[src/rtl/tqss_pkg.sv]
// Package for the terminal query stream splitter.
// Holds the parser state encoding, result kinds, control byte values and the
// command and status structs shared by the controller and the datapath.
`default_nettype none

package tqss_pkg;

	// Parser state. The first four follow the parse modes, and the last one
	// drains a buffered escape sequence.
	typedef enum logic [2:0] {
		ST_TEXT,
		ST_MARKER,
		ST_QUERY,
		ST_ESCAPE,
		ST_FLUSH
	} tqss_state_t;

	// Result kinds.
	localparam logic [1:0] KIND_TEXT  = 2'd0;
	localparam logic [1:0] KIND_QUERY = 2'd1;
	localparam logic [1:0] KIND_DONE  = 2'd2;

	// Control bytes.
	localparam logic [7:0] BYTE_MARKER = 8'h01;
	localparam logic [7:0] BYTE_Q      = 8'h51;
	localparam logic [7:0] BYTE_EOT    = 8'h04;
	localparam logic [7:0] BYTE_ESC    = 8'h1B;
	localparam logic [7:0] BYTE_M      = 8'h6D;

	// Source of the next result loaded into the output register.
	typedef enum logic [1:0] {
		SEL_TEXT,
		SEL_QUERY,
		SEL_DONE,
		SEL_STORE
	} tqss_sel_t;

	typedef struct packed {
		logic      ld_out;
		tqss_sel_t out_sel;
		logic      esc_start;
		logic      esc_push;
		logic      rd_clr;
		logic      rd_inc;
	} tqss_cmd_t;

	typedef struct packed {
		logic is_marker;
		logic is_q;
		logic is_eot;
		logic is_esc;
		logic is_m;
		logic push_full;
		logic rd_last;
	} tqss_status_t;

endpackage

`default_nettype wire

[src/rtl/tqss_ctrl.sv]
// Controller state machine of the terminal query stream splitter.
// Depends on tqss_pkg; drives the datapath by commands and owns both handshakes.
`default_nettype none

module tqss_ctrl
	import tqss_pkg::*;
(
	input  wire logic         clk,
	input  wire logic         arst_n,
	input  wire logic         in_valid,
	output logic              in_ready,
	output logic              out_valid,
	input  wire logic         out_ready,
	input  wire tqss_status_t st,
	output tqss_cmd_t         cmd
);

	tqss_state_t state_q, state_d;
	logic        out_valid_q, out_valid_d;
	logic        slot_free;
	logic        acc;

	assign slot_free = !out_valid_q || out_ready;
	assign out_valid = out_valid_q;

	always_ff @(posedge clk or negedge arst_n) begin
		if (!arst_n) begin
			state_q     <= ST_TEXT;
			out_valid_q <= 1'b0;
		end else begin
			state_q     <= state_d;
			out_valid_q <= out_valid_d;
		end
	end

	always_comb begin
		state_d     = state_q;
		cmd         = '0;
		cmd.out_sel = SEL_TEXT;
		in_ready    = (state_q != ST_FLUSH) && slot_free;
		acc         = in_valid && in_ready;
		unique case (state_q)
			ST_TEXT: begin
				if (acc) begin
					if (st.is_marker) begin
						state_d = ST_MARKER;
					end else if (st.is_esc) begin
						cmd.esc_start = 1'b1;
						state_d       = ST_ESCAPE;
					end else begin
						cmd.ld_out  = 1'b1;
						cmd.out_sel = SEL_TEXT;
					end
				end
			end
			ST_MARKER: begin
				if (acc) begin
					state_d = st.is_q ? ST_QUERY : ST_TEXT;
				end
			end
			ST_QUERY: begin
				if (acc) begin
					cmd.ld_out = 1'b1;
					if (st.is_eot) begin
						cmd.out_sel = SEL_DONE;
						state_d     = ST_TEXT;
					end else begin
						cmd.out_sel = SEL_QUERY;
					end
				end
			end
			ST_ESCAPE: begin
				if (acc) begin
					cmd.esc_push = 1'b1;
					if (st.is_m || st.push_full) begin
						cmd.rd_clr = 1'b1;
						state_d    = ST_FLUSH;
					end
				end
			end
			ST_FLUSH: begin
				if (slot_free) begin
					cmd.ld_out  = 1'b1;
					cmd.out_sel = SEL_STORE;
					cmd.rd_inc  = 1'b1;
					if (st.rd_last) begin
						state_d = ST_TEXT;
					end
				end
			end
			default: begin
				state_d = ST_TEXT;
			end
		endcase
		if (cmd.ld_out) begin
			out_valid_d = 1'b1;
		end else if (out_ready) begin
			out_valid_d = 1'b0;
		end else begin
			out_valid_d = out_valid_q;
		end
	end

`ifndef NO_ASSERTIONS
	a_flush_blocks_input: assert property (@(posedge clk) disable iff (!arst_n)
		state_q == ST_FLUSH |-> !in_ready)
		else $error("input accepted while draining an escape sequence");
	a_no_overwrite: assert property (@(posedge clk) disable iff (!arst_n)
		cmd.ld_out |-> slot_free)
		else $error("pending result overwritten");
	a_flush_follows_escape: assert property (@(posedge clk) disable iff (!arst_n)
		(state_q == ST_FLUSH) && !$past(state_q == ST_FLUSH) |-> $past(state_q == ST_ESCAPE))
		else $error("flush entered from a state other than escape");
`endif

endmodule

`default_nettype wire

[src/rtl/tqss_dpath.sv]
// Datapath of the terminal query stream splitter: escape buffer, its fill
// count and read pointer, and the output result register. Depends on tqss_pkg.
`default_nettype none

module tqss_dpath
	import tqss_pkg::*;
#(
	parameter int ESC_MAX_LEN = 11
) (
	input  wire logic       clk,
	input  wire logic       arst_n,
	input  wire logic [7:0] in_byte,
	input  wire tqss_cmd_t  cmd,
	output tqss_status_t    st,
	output logic [1:0]      item_kind,
	output logic [7:0]      out_byte,
	output logic            run_last
);

	localparam int CW = $clog2(ESC_MAX_LEN + 1);
	localparam int IW = $clog2(ESC_MAX_LEN);
	localparam logic [CW-1:0] FULL_AT = CW'(ESC_MAX_LEN - 1);
	localparam logic [CW-1:0] MAX_CNT = CW'(ESC_MAX_LEN);

	logic [7:0]    esc_mem_q [ESC_MAX_LEN];
	logic [CW-1:0] cnt_q;
	logic [IW-1:0] rd_q;
	logic [CW-1:0] rd_next;

	assign rd_next = {{(CW - IW){1'b0}}, rd_q} + CW'(1);

	always_comb begin
		st.is_marker = (in_byte == BYTE_MARKER);
		st.is_q      = (in_byte == BYTE_Q);
		st.is_eot    = (in_byte == BYTE_EOT);
		st.is_esc    = (in_byte == BYTE_ESC);
		st.is_m      = (in_byte == BYTE_M);
		st.push_full = (cnt_q == FULL_AT);
		st.rd_last   = (rd_next == cnt_q);
	end

	always_ff @(posedge clk or negedge arst_n) begin
		if (!arst_n) begin
			cnt_q <= '0;
			rd_q  <= '0;
		end else begin
			if (cmd.esc_start) begin
				cnt_q <= CW'(1);
			end else if (cmd.esc_push) begin
				cnt_q <= cnt_q + CW'(1);
			end
			if (cmd.rd_clr) begin
				rd_q <= '0;
			end else if (cmd.rd_inc) begin
				rd_q <= rd_next[IW-1:0];
			end
		end
	end

	// Buffer and result payload carry no reset.
	always_ff @(posedge clk) begin
		if (cmd.esc_start) begin
			esc_mem_q[0] <= in_byte;
		end else if (cmd.esc_push) begin
			esc_mem_q[cnt_q[IW-1:0]] <= in_byte;
		end
		if (cmd.ld_out) begin
			case (cmd.out_sel)
				SEL_TEXT: begin
					item_kind <= KIND_TEXT;
					out_byte  <= in_byte;
					run_last  <= 1'b1;
				end
				SEL_QUERY: begin
					item_kind <= KIND_QUERY;
					out_byte  <= in_byte;
					run_last  <= 1'b0;
				end
				SEL_DONE: begin
					item_kind <= KIND_DONE;
					out_byte  <= 8'h00;
					run_last  <= 1'b0;
				end
				default: begin
					item_kind <= KIND_TEXT;
					out_byte  <= esc_mem_q[rd_q];
					run_last  <= st.rd_last;
				end
			endcase
		end
	end

`ifndef NO_ASSERTIONS
	a_cnt_range: assert property (@(posedge clk) disable iff (!arst_n)
		cnt_q <= MAX_CNT)
		else $error("escape count beyond buffer depth");
	a_push_in_range: assert property (@(posedge clk) disable iff (!arst_n)
		cmd.esc_push |-> (cnt_q != '0) && (cnt_q < MAX_CNT))
		else $error("escape byte pushed outside the buffer");
	a_read_in_range: assert property (@(posedge clk) disable iff (!arst_n)
		cmd.rd_inc |-> (rd_next <= cnt_q))
		else $error("escape buffer read past its fill count");
`endif

endmodule

`default_nettype wire

[src/rtl/terminal_query_stream_splitter_core.sv]
// Top level of the terminal query stream splitter.
// Instantiates tqss_ctrl and tqss_dpath; depends on tqss_pkg.
//
//   channel  direction  handshake             payload
//   input    in         in_valid / in_ready   in_byte[7:0]
//   output   out        out_valid / out_ready item_kind[1:0], out_byte[7:0], run_last
//
// A request carrying a plain text byte, a query byte or the end-of-query byte
// loads one result into the output register at its acceptance edge. The next
// request is accepted only while that register is empty or is being emptied at
// the same edge, so a stalled result holds off the input.
// The byte that closes an escape sequence starts a drain of the buffered bytes,
// one buffered byte per cycle, the sequence being at most ESC_MAX_LEN bytes long;
// no request is accepted during the drain, and output stalls stretch it.
// Reset is asynchronous and active low and returns the parser to text mode.
`default_nettype none

module terminal_query_stream_splitter_core
	import tqss_pkg::*;
#(
	parameter int ESC_MAX_LEN = 11
) (
	input  wire logic       clk,
	input  wire logic       arst_n,
	input  wire logic       in_valid,
	output logic            in_ready,
	input  wire logic [7:0] in_byte,
	output logic            out_valid,
	input  wire logic       out_ready,
	output logic [1:0]      item_kind,
	output logic [7:0]      out_byte,
	output logic            run_last
);

	// Commands flow from the controller to the datapath, and byte class and
	// buffer status flow back.
	tqss_cmd_t    cmd;
	tqss_status_t st;

	// The controller owns both handshakes and the output valid flag. It
	// accepts a request only when the output register is free or being
	// emptied in the same cycle, so a result is never lost.
	tqss_ctrl u_ctrl (
		.clk       (clk),
		.arst_n    (arst_n),
		.in_valid  (in_valid),
		.in_ready  (in_ready),
		.out_valid (out_valid),
		.out_ready (out_ready),
		.st        (st),
		.cmd       (cmd)
	);

	// The datapath holds the escape buffer and the result register. A marker
	// byte followed by anything but 'Q' produces no result at all.
	tqss_dpath #(
		.ESC_MAX_LEN (ESC_MAX_LEN)
	) u_dpath (
		.clk       (clk),
		.arst_n    (arst_n),
		.in_byte   (in_byte),
		.cmd       (cmd),
		.st        (st),
		.item_kind (item_kind),
		.out_byte  (out_byte),
		.run_last  (run_last)
	);

endmodule

`default_nettype wire

[config.mk]
export PLATFORM = sky130hd
export DESIGN_NAME = terminal_query_stream_splitter_core
export DESIGN_NICKNAME = d
export VERILOG_FILES = /design/src/rtl/tqss_pkg.sv /design/src/rtl/tqss_ctrl.sv /design/src/rtl/tqss_dpath.sv /design/src/rtl/terminal_query_stream_splitter_core.sv
export SDC_FILE = /design/constraint.sdc
export NUM_CORES = 1
export LEC_CHECK = 0
export BUFFER_PORTS_ARGS = -buffer_cell sky130_fd_sc_hd__clkbuf_2
export CORE_AREA = 2 2 102 104
export CTS_BUF_LIST = sky130_fd_sc_hd__clkbuf_8 sky130_fd_sc_hd__clkbuf_16
export DETAILED_ROUTE_END_ITERATION = 10
export DIE_AREA = 0 0 104 106
export PLACE_DENSITY_LB_ADDON = 0.12
export SYNTH_ARGS = -nofsm -noshare
export SYNTH_HDL_FRONTEND = slang
export SYNTH_SLANG_ARGS = --single-unit
export TNS_END_PERCENT = 20
[constraint.sdc]
create_clock -name clk -period 3.55 [get_ports clk]
set_clock_uncertainty 0.05 [all_clocks]
set_input_delay 0.1775 -clock clk [delete_from_list [all_inputs] [get_ports clk]]
set_output_delay 0.1775 -clock clk [all_outputs]
set_load 0.02 [all_outputs]
==> run_summary.xml, run 1 <==
<?xml version="1.0" encoding="UTF-8"?>
<metrics>
  <group name="outcome">
    <metric name="status" unit="">finished clean</metric>
  </group>
  <group name="cts">
    <metric name="clkSlewWorstSetupHoldPaths" unit="ps">110</metric>
    <metric name="clock_tree.root_cell" unit="">sky130_fd_sc_hd__clkbuf_8</metric>
    <metric name="clock_tree.htree_level_count" unit="">3</metric>
    <metric name="clock_latency" unit="ps">370</metric>
    <metric name="cts.path.max_buffers" unit="">2</metric>
    <metric name="tritoncts" unit="">built</metric>
    <metric name="cts-buffers-inserted" unit="">9</metric>
    <metric name="numClockSinks" unit="">111</metric>
  </group>
  <group name="final_layout">
    <metric name="multi_input_area" unit="mm2">0.00142</metric>
    <metric name="nFillCells" unit="">828</metric>
    <metric name="synthToLayoutAreaGrowth" unit="%">8.78</metric>
    <metric name="sequential_cell_area" unit="mm2">0.00327</metric>
    <metric name="leading_cell_type_in_the_layout_fill_and_taps_excluded" unit="">sky130_fd_sc_hd__edfxtp_1</metric>
    <metric name="final_net_count" unit="">348</metric>
    <metric name="antenna-diode-count" unit="">0</metric>
    <metric name="most-common-layout-cells" unit="">sky130_fd_sc_hd__edfxtp_1 (99), sky130_fd_sc_hd__nor2_1 (34), sky130_fd_sc_hd__nand2_1 (24), sky130_fd_sc_hd__clkbuf_2 (24), sky130_fd_sc_hd__mux2i_1 (15)</metric>
    <metric name="share_of_cells_above_drive_strength_1" unit="">0.184</metric>
  </group>
  <group name="synth">
    <metric name="synthesis.area" unit="mm2">0.00480</metric>
    <metric name="cell_variety_after_synth" unit="">50</metric>
    <metric name="total_nets_after_synthesis" unit="">321</metric>
    <metric name="synth-edff-count" unit="">99</metric>
    <metric name="synth-seq-cells" unit="">111</metric>
    <metric name="dominantRegCellSynth" unit="">sky130_fd_sc_hd__edfxtp_1</metric>
    <metric name="ys_seq_area_frac" unit="">0.681</metric>
    <metric name="ys_async_sr_fraction" unit="">0.108</metric>
    <metric name="syn-instance-count" unit="">306</metric>
    <metric name="synth.avg_cell_area" unit="um2">15.7</metric>
    <metric name="synth-warning-count" unit="">0</metric>
  </group>
  <group name="floorplanning">
    <metric name="dieArea" unit="mm2">0.0110</metric>
    <metric name="chipHeight" unit="um">106</metric>
    <metric name="die_width" unit="um">104</metric>
    <metric name="coreArea" unit="mm2">0.0100</metric>
    <metric name="pin_count" unit="">25</metric>
    <metric name="start_util" unit="">0.480</metric>
    <metric name="placementRows" unit="">37</metric>
  </group>
  <group name="setup_path">
    <metric name="timing_worst_setup_path_type" unit="">reg2reg</metric>
    <metric name="path_max_fanout" unit="">11</metric>
    <metric name="setup.worst_path.end_class" unit="">register</metric>
    <metric name="timing.rr.start" unit="">u_ctrl.state_q[1]</metric>
    <metric name="timing.critical_path.from_type" unit="">register</metric>
    <metric name="r2r.worst_path.cells" unit="">4</metric>
    <metric name="reg2reg_setup_slack" unit="ps">920</metric>
    <metric name="timing.critical_path.required" unit="ps">3500</metric>
    <metric name="arrival" unit="ps">2580</metric>
    <metric name="worst_r2r_endpoint" unit="">u_dpath.esc_mem_q[0][1]</metric>
  </group>
  <group name="global_routing">
    <metric name="grt_pass1_vias" unit="">2637</metric>
    <metric name="grt_overflow" unit="">0</metric>
    <metric name="grt_pass1_wl" unit="mm">15.4</metric>
    <metric name="grt.total_usage" unit="">0.187</metric>
    <metric name="globalRouteMet2Util" unit="">0.284</metric>
    <metric name="busiest_layer" unit="">met2</metric>
    <metric name="gr-usage-met1" unit="">0.281</metric>
    <metric name="grt_max_degree" unit="">29</metric>
    <metric name="grt_antenna_before_repair" unit="">0</metric>
    <metric name="groute.layer.met3.usage" unit="">0.0251</metric>
  </group>
  <group name="sta">
    <metric name="hold_violation_count_in_the_final_report" unit="">0</metric>
    <metric name="tns" unit="ps">0</metric>
    <metric name="max-slew-margin-rel" unit="">0.364</metric>
    <metric name="finalMaxSlewViolations" unit="">0</metric>
    <metric name="grt_setup_unrepaired" unit="">no</metric>
    <metric name="max_freq" unit="MHz">380</metric>
    <metric name="fin_hold_ws" unit="ps">43.1</metric>
    <metric name="fin_crit" unit="ps">2630</metric>
    <metric name="max_slew.worst_pin.slew" unit="ps">950</metric>
    <metric name="number_of_setup_violations_in_the_final_report" unit="">0</metric>
    <metric name="ratio_of_final_minimum_period_to_clock_period" unit="">0.741</metric>
  </group>
  <group name="detailed_routing">
    <metric name="detailroute.via_count" unit="">2673</metric>
    <metric name="finalWirelength" unit="mm">9.52</metric>
    <metric name="detail_route.wl_per_cell" unit="um">20.1</metric>
    <metric name="drc" unit="">0</metric>
    <metric name="viasPerCell" unit="">5.65</metric>
    <metric name="route.antenna.remaining_nets" unit="">0</metric>
    <metric name="drtIter0Drc" unit="">203</metric>
    <metric name="tritonroute_pass_1_iters" unit="">4</metric>
  </group>
  <group name="pwr">
    <metric name="vdd_ir_drop_max" unit="uV">358</metric>
    <metric name="post_layout_total_power" unit="uW">3180</metric>
    <metric name="power_density" unit="mW/mm2">608</metric>
    <metric name="power_leakage" unit="uW">0.00179</metric>
  </group>
  <group name="run">
    <metric name="max_cap_viols" unit="">0</metric>
  </group>
  <group name="placement">
    <metric name="gp_congestion" unit="">0.842</metric>
    <metric name="placement.io_buffers" unit="">24</metric>
    <metric name="place_hpwl" unit="mm">6.24</metric>
  </group>
  <group name="min_path">
    <metric name="timing.hold.worst.start" unit="">in_valid</metric>
    <metric name="min_path_cells" unit="">2</metric>
    <metric name="hold_path_class" unit="">in2reg</metric>
    <metric name="holdPathEnd" unit="">u_ctrl.out_valid</metric>
  </group>
</metrics>
==> state kept, by name, summed over array words and instances (netlist names) <==
name,flops
u_ctrl.out_valid,1
u_ctrl.state_q,3
u_dpath.cnt_q,4
u_dpath.esc_mem_q,88
u_dpath.item_kind,2
u_dpath.out_byte,8
u_dpath.rd_q,4
u_dpath.run_last,1
==> logic make-up (layout without fill, tap and decap cells) <==
| logic type | after synthesis | in the layout | synth area share |
|---|---|---|---|
| DFF | 111 | 111 | 0.681 |
| and+or+nand+nor | 100 | 100 | 0.106 |
| muxes | 34 | 34 | 0.119 |
| AOI/OAI and AO/OA | 30 | 30 | 0.0435 |
| buffers and inverters | 17 | 48 | 0.0229 |
| xor gates and xnor gates | 11 | 11 | 0.0201 |
| adders and majority gates | 3 | 3 | 0.00781 |
==> stage by stage <==
step	area, um2	util	worst slack [ps]	std cells
6_report	5230	0.523	919	473
2_1_floorplan	4800	-	1090	306
3_3_place_gp	5040	0.504	778	457
5_1_grt	5230	0.523	722	473
3_5_place_dp	5040	0.504	929	457
4_1_cts	5230	0.523	891	473
==> routing by layer <==
layer	wire length [um]	up-vias
met2	4340	100
li1	-	1235
met1	4470	1325
met5	0	-
met4	147	0
met3	565	13
==> Yosys cell counts (all sizes together) (2+ instances only) <==
cell / n / area [um2]
ha: 3 / 37.5
and2: 2 / 12.5
nor4: 4 / 31.3
edfxtp: 99 / 2970
nor2b: 2 / 12.5
nand2b: 3 / 18.8
a311oi: 7 / 61.3
inv: 2 / 7.51
or3: 4 / 25.0
nor4b: 2 / 17.5
mux2: 3 / 33.8
a21oi: 3 / 15.0
mux2i: 15 / 150
nand3: 5 / 25.0
nand3b: 2 / 15.0
clkbuf: 3 / 15.0
or2: 2 / 12.5
xnor2: 6 / 52.6
mux4: 16 / 387
xor2: 5 / 43.8
buf: 12 / 87.6
o22ai: 3 / 18.8
o21ai: 9 / 45.0
a31oi: 2 / 12.5
nand2: 24 / 90.1
nor3b: 8 / 60.1
nand4: 2 / 12.5
dfrtp: 12 / 300
nor2: 34 / 128
==> critical path: stages (launching register included) <==
cell and delay [ps]:
sky130_fd_sc_hd__dfrtp_1 530, sky130_fd_sc_hd__and3b_1 270, sky130_fd_sc_hd__nand3_1 210, sky130_fd_sc_hd__or3_1 420, sky130_fd_sc_hd__o21bai_1 770
==> worst max-delay path by stage <==
stage                                 start                 endpoint  slack, ps  cells past startpoint
after floorplan           u_ctrl.state_q[1]     u_dpath.item_kind[0]       1090                      5
after global placement    u_ctrl.state_q[1]  u_dpath.esc_mem_q[0][6]        780                      4
after detailed placement  u_ctrl.state_q[1]  u_dpath.esc_mem_q[0][6]        930                      4
after CTS                 u_ctrl.state_q[1]  u_dpath.esc_mem_q[0][3]        890                      4
after global routing      u_ctrl.state_q[1]  u_dpath.esc_mem_q[0][3]        720                      4
final                     u_ctrl.state_q[1]  u_dpath.esc_mem_q[0][1]        920                      4
==> where the power goes <==
part / internal (uW) / switching [uW] / leakage, uW / total [uW]
logic: 364 / 435 / 0.000664 / 800
registers: 1530 / 140 / 0.00105 / 1670
clock network: 265 / 443 / 0.0000858 / 708
==> what timing repair did <==
action	in CTS	in global routing
setup buffers	0	0
gates resized for setup	0	0
endpoints found under the hold margin	12	0
hold buffers	1	0
endpoints found under the setup margin	0	0
==> final cells by class <==
class / instances / share of cell area
Clock buffer: 9 / 0.0237
Clock inverter: 6 / 0.0105
Inverter: 2 / 0.00144
Multi-Input combinational cell: 178 / 0.272
Sequential cell: 111 / 0.626
Tap cell: 136 / 0.0326
Timing Repair Buffer: 31 / 0.0335
(Power assumes the default switching activity.)
==> inputs of run 2 (changes only) <==
- clock period: 3.55 -> 2.4 ns (I/O delays scaled with it)
==> run 2 against run 1 <==
Effect of this change: hold slack worse by 1.5 ps; setup slack worse by 740 ps; die area unchanged; count of clock-buffer cells in the layout unchanged; cell count up 5.1%; sequential power up 44%; global-route usage down 0.35 points; critical path type unchanged; largest power group unchanged.
==> run_summary.xml, run 2 (synthesized netlist as in run 1, its figures left out) <==
<?xml version="1.0" encoding="UTF-8"?>
<metrics>
  <group name="cts">
    <metric name="numClockSinks" unit="">111</metric>
    <metric name="cts-buffers-inserted" unit="">9</metric>
    <metric name="tritoncts" unit="">built</metric>
    <metric name="clock_latency" unit="ps">370</metric>
    <metric name="clkSlewWorstSetupHoldPaths" unit="ps">120</metric>
    <metric name="clock_tree.htree_level_count" unit="">3</metric>
    <metric name="clock_tree.root_cell" unit="">sky130_fd_sc_hd__clkbuf_8</metric>
    <metric name="cts_resized" unit="">0</metric>
    <metric name="cts.path.max_buffers" unit="">2</metric>
    <metric name="cts_setup_buffers" unit="">0</metric>
  </group>
  <group name="pwr">
    <metric name="power_leakage" unit="uW">0.00194</metric>
    <metric name="vdd_ir_drop_max" unit="uV">427</metric>
    <metric name="power_density" unit="mW/mm2">886</metric>
  </group>
  <group name="setup_path">
    <metric name="setup.worst_path.end_class" unit="">register</metric>
    <metric name="timing.critical_path.from_type" unit="">register</metric>
    <metric name="timing.rr.start" unit="">u_dpath.rd_q[0]</metric>
    <metric name="r2r.worst_path.cells" unit="">6</metric>
    <metric name="worst_path_dominant_cell_family" unit="">multiplexers</metric>
    <metric name="timing.critical_path.buf_inv" unit="">1</metric>
    <metric name="path_max_fanout" unit="">21</metric>
    <metric name="arrival" unit="ps">2280</metric>
    <metric name="worst_path_max_delay_cell" unit="">sky130_fd_sc_hd__mux4_1</metric>
    <metric name="timing.critical_path.required" unit="ps">2460</metric>
    <metric name="crit_chain" unit="">buf_12 -&gt; mux4_1 -&gt; mux2i_1 -&gt; nor2_1 -&gt; a311oi_1 -&gt; o21ai_0</metric>
    <metric name="timing_worst_setup_path_type" unit="">reg2reg</metric>
    <metric name="worst_r2r_endpoint" unit="">u_dpath.out_byte[1]</metric>
    <metric name="cp_slowest_stage_delay" unit="ps">580</metric>
    <metric name="reg2reg_setup_slack" unit="ps">180</metric>
  </group>
  <group name="floorplanning">
    <metric name="coreArea" unit="mm2">0.0100</metric>
    <metric name="die_width" unit="um">104</metric>
    <metric name="placementRows" unit="">37</metric>
    <metric name="start_util" unit="">0.480</metric>
    <metric name="dieArea" unit="mm2">0.0110</metric>
    <metric name="pin_count" unit="">25</metric>
    <metric name="chipHeight" unit="um">106</metric>
  </group>
  <group name="final_layout">
    <metric name="final_net_count" unit="">371</metric>
    <metric name="sequential_cell_area" unit="mm2">0.00327</metric>
    <metric name="nFillCells" unit="">858</metric>
    <metric name="synthToLayoutAreaGrowth" unit="%">14.1</metric>
    <metric name="share_of_cells_above_drive_strength_1" unit="">0.233</metric>
    <metric name="largestRegisters" unit="">u_dpath.esc_mem_q x88, u_dpath.out_byte x8</metric>
    <metric name="multi_input_area" unit="mm2">0.00142</metric>
    <metric name="antenna-diode-count" unit="">0</metric>
    <metric name="most-common-layout-cells" unit="">sky130_fd_sc_hd__edfxtp_1 (99), sky130_fd_sc_hd__nor2_1 (34), sky130_fd_sc_hd__nand2_1 (24), sky130_fd_sc_hd__clkbuf_2 (24), sky130_fd_sc_hd__buf_4 (24)</metric>
    <metric name="finalNonFillerCells" unit="">497</metric>
    <metric name="largest_reg_flops" unit="">88</metric>
    <metric name="top_register" unit="">u_dpath.esc_mem_q</metric>
    <metric name="leading_cell_type_in_the_layout_fill_and_taps_excluded" unit="">sky130_fd_sc_hd__edfxtp_1</metric>
  </group>
  <group name="sta">
    <metric name="max_freq" unit="MHz">451</metric>
    <metric name="finalMaxSlewViolations" unit="">0</metric>
    <metric name="hold_violation_count_in_the_final_report" unit="">0</metric>
    <metric name="number_of_setup_violations_in_the_final_report" unit="">0</metric>
    <metric name="grt_setup_unrepaired" unit="">no</metric>
    <metric name="max-slew-margin-rel" unit="">0.471</metric>
    <metric name="max_slew.worst_pin.slew" unit="ps">794</metric>
    <metric name="tns" unit="ps">0</metric>
    <metric name="fin_crit" unit="ps">2220</metric>
    <metric name="ratio_of_final_minimum_period_to_clock_period" unit="">0.925</metric>
  </group>
  <group name="detailed_routing">
    <metric name="viasPerCell" unit="">5.46</metric>
    <metric name="drc" unit="">0</metric>
    <metric name="detail_route.wl_per_cell" unit="um">18.9</metric>
    <metric name="route.antenna.remaining_nets" unit="">0</metric>
    <metric name="drtIter0Drc" unit="">149</metric>
    <metric name="detailroute.via_count" unit="">2715</metric>
    <metric name="tritonroute_pass_1_iters" unit="">5</metric>
    <metric name="finalWirelength" unit="mm">9.41</metric>
  </group>
  <group name="global_routing">
    <metric name="grt_pass1_wl" unit="mm">15.2</metric>
    <metric name="grt.total_usage" unit="">0.184</metric>
    <metric name="grt_overflow" unit="">0</metric>
    <metric name="grt_antenna_before_repair" unit="">0</metric>
    <metric name="grt_max_degree" unit="">26</metric>
    <metric name="grt_pass1_vias" unit="">2672</metric>
  </group>
  <group name="placement">
    <metric name="placed_cells_incl_taps" unit="">478</metric>
    <metric name="gp_congestion" unit="">0.743</metric>
    <metric name="place_hpwl" unit="mm">6.32</metric>
    <metric name="placement.io_buffers" unit="">24</metric>
  </group>
  <group name="min_path">
    <metric name="holdPathEnd" unit="">u_dpath.esc_mem_q[1][4]</metric>
    <metric name="min_path_cells" unit="">1</metric>
    <metric name="hold_path_class" unit="">in2reg</metric>
    <metric name="timing.hold.worst.start" unit="">in_byte[4]</metric>
  </group>
  <group name="run">
    <metric name="max_cap_viols" unit="">0</metric>
  </group>
  <group name="outcome">
    <metric name="status" unit="">finished clean</metric>
  </group>
</metrics>
==> run 2: cell count changes in the layout (fill, tap and decap cells not counted) <==
cell                            delta
sky130_fd_sc_hd__buf_12            +3
sky130_fd_sc_hd__o21ai_1           +1
sky130_fd_sc_hd__clkinvlp_4        -2
sky130_fd_sc_hd__o21ai_0           -1
sky130_fd_sc_hd__inv_8             -1
sky130_fd_sc_hd__buf_4            +18
sky130_fd_sc_hd__dlygate4sd3_1     +2
sky130_fd_sc_hd__inv_6             +1
sky130_fd_sc_hd__clkinv_4          -1
sky130_fd_sc_hd__clkinv_8          +4
==> run 2: timing repair <==
item / in CTS / in global routing
hold endpoints to repair: 15 / 0
endpoints found under the setup margin: 0 / 0
hold buffers: 3 / 0
==> run 2: through the flow <==
stage	util	instance area [um2]	hold WS [ps]	total power (uW)	worst slack [ps]
after CTS	0.548	5480	25.0	4910	194
after global routing	0.548	5480	36.4	5120	30.9
final	0.548	5480	41.6	4850	181
after detailed placement	0.523	5230	-17.6	3760	220
after floorplan	-	4800	-226	3400	233
after global placement	0.523	5230	-21.6	3750	249
==> run 2: routing by layer <==
metal,part of all wire,track usage
met1,0.49,0.270
met2,0.46,0.285
met3,0.041,0.0276
met4,0.011,0.0579
met5,0,0
==> run 2: layout make-up <==
type,instances,share of cell area
sequential,111,0.597
multi-input combinational,178,0.259
timing repair buffer,54,0.0712
tap,136,0.0311
clock buffer,9,0.0226
clock inverter,7,0.0171
inverter,2,0.00137
==> run 2: where the power goes <==
part           internal (uW)  leakage [uW]  switching (uW)
combinational            598      0.000791             719
clock                    428      0.000107             713
sequential              2260       0.00105             133
==> run 2: worst max path at each step <==
stage                           endpoint  slack [ps]  depth (start not counted)              start
detailed placement   u_dpath.out_byte[1]         220                          6    u_dpath.rd_q[0]
finish               u_dpath.out_byte[1]         180                          6    u_dpath.rd_q[0]
global route         u_dpath.out_byte[4]          30                          6    u_dpath.rd_q[0]
floorplan           u_dpath.item_kind[0]         230                          5  u_ctrl.state_q[1]
global placement     u_dpath.out_byte[1]         250                          6    u_dpath.rd_q[0]
CTS                  u_dpath.out_byte[1]         190                          6    u_dpath.rd_q[0]
==> run 2: worst reg2reg max path: stages, from the launching register on <==
cell and delay [ps]:
sky130_fd_sc_hd__dfrtp_1 410, sky130_fd_sc_hd__buf_12 210, sky130_fd_sc_hd__mux4_1 590, sky130_fd_sc_hd__mux2i_1 240
sky130_fd_sc_hd__nor2_1 70, sky130_fd_sc_hd__a311oi_1 280, sky130_fd_sc_hd__o21ai_0 110
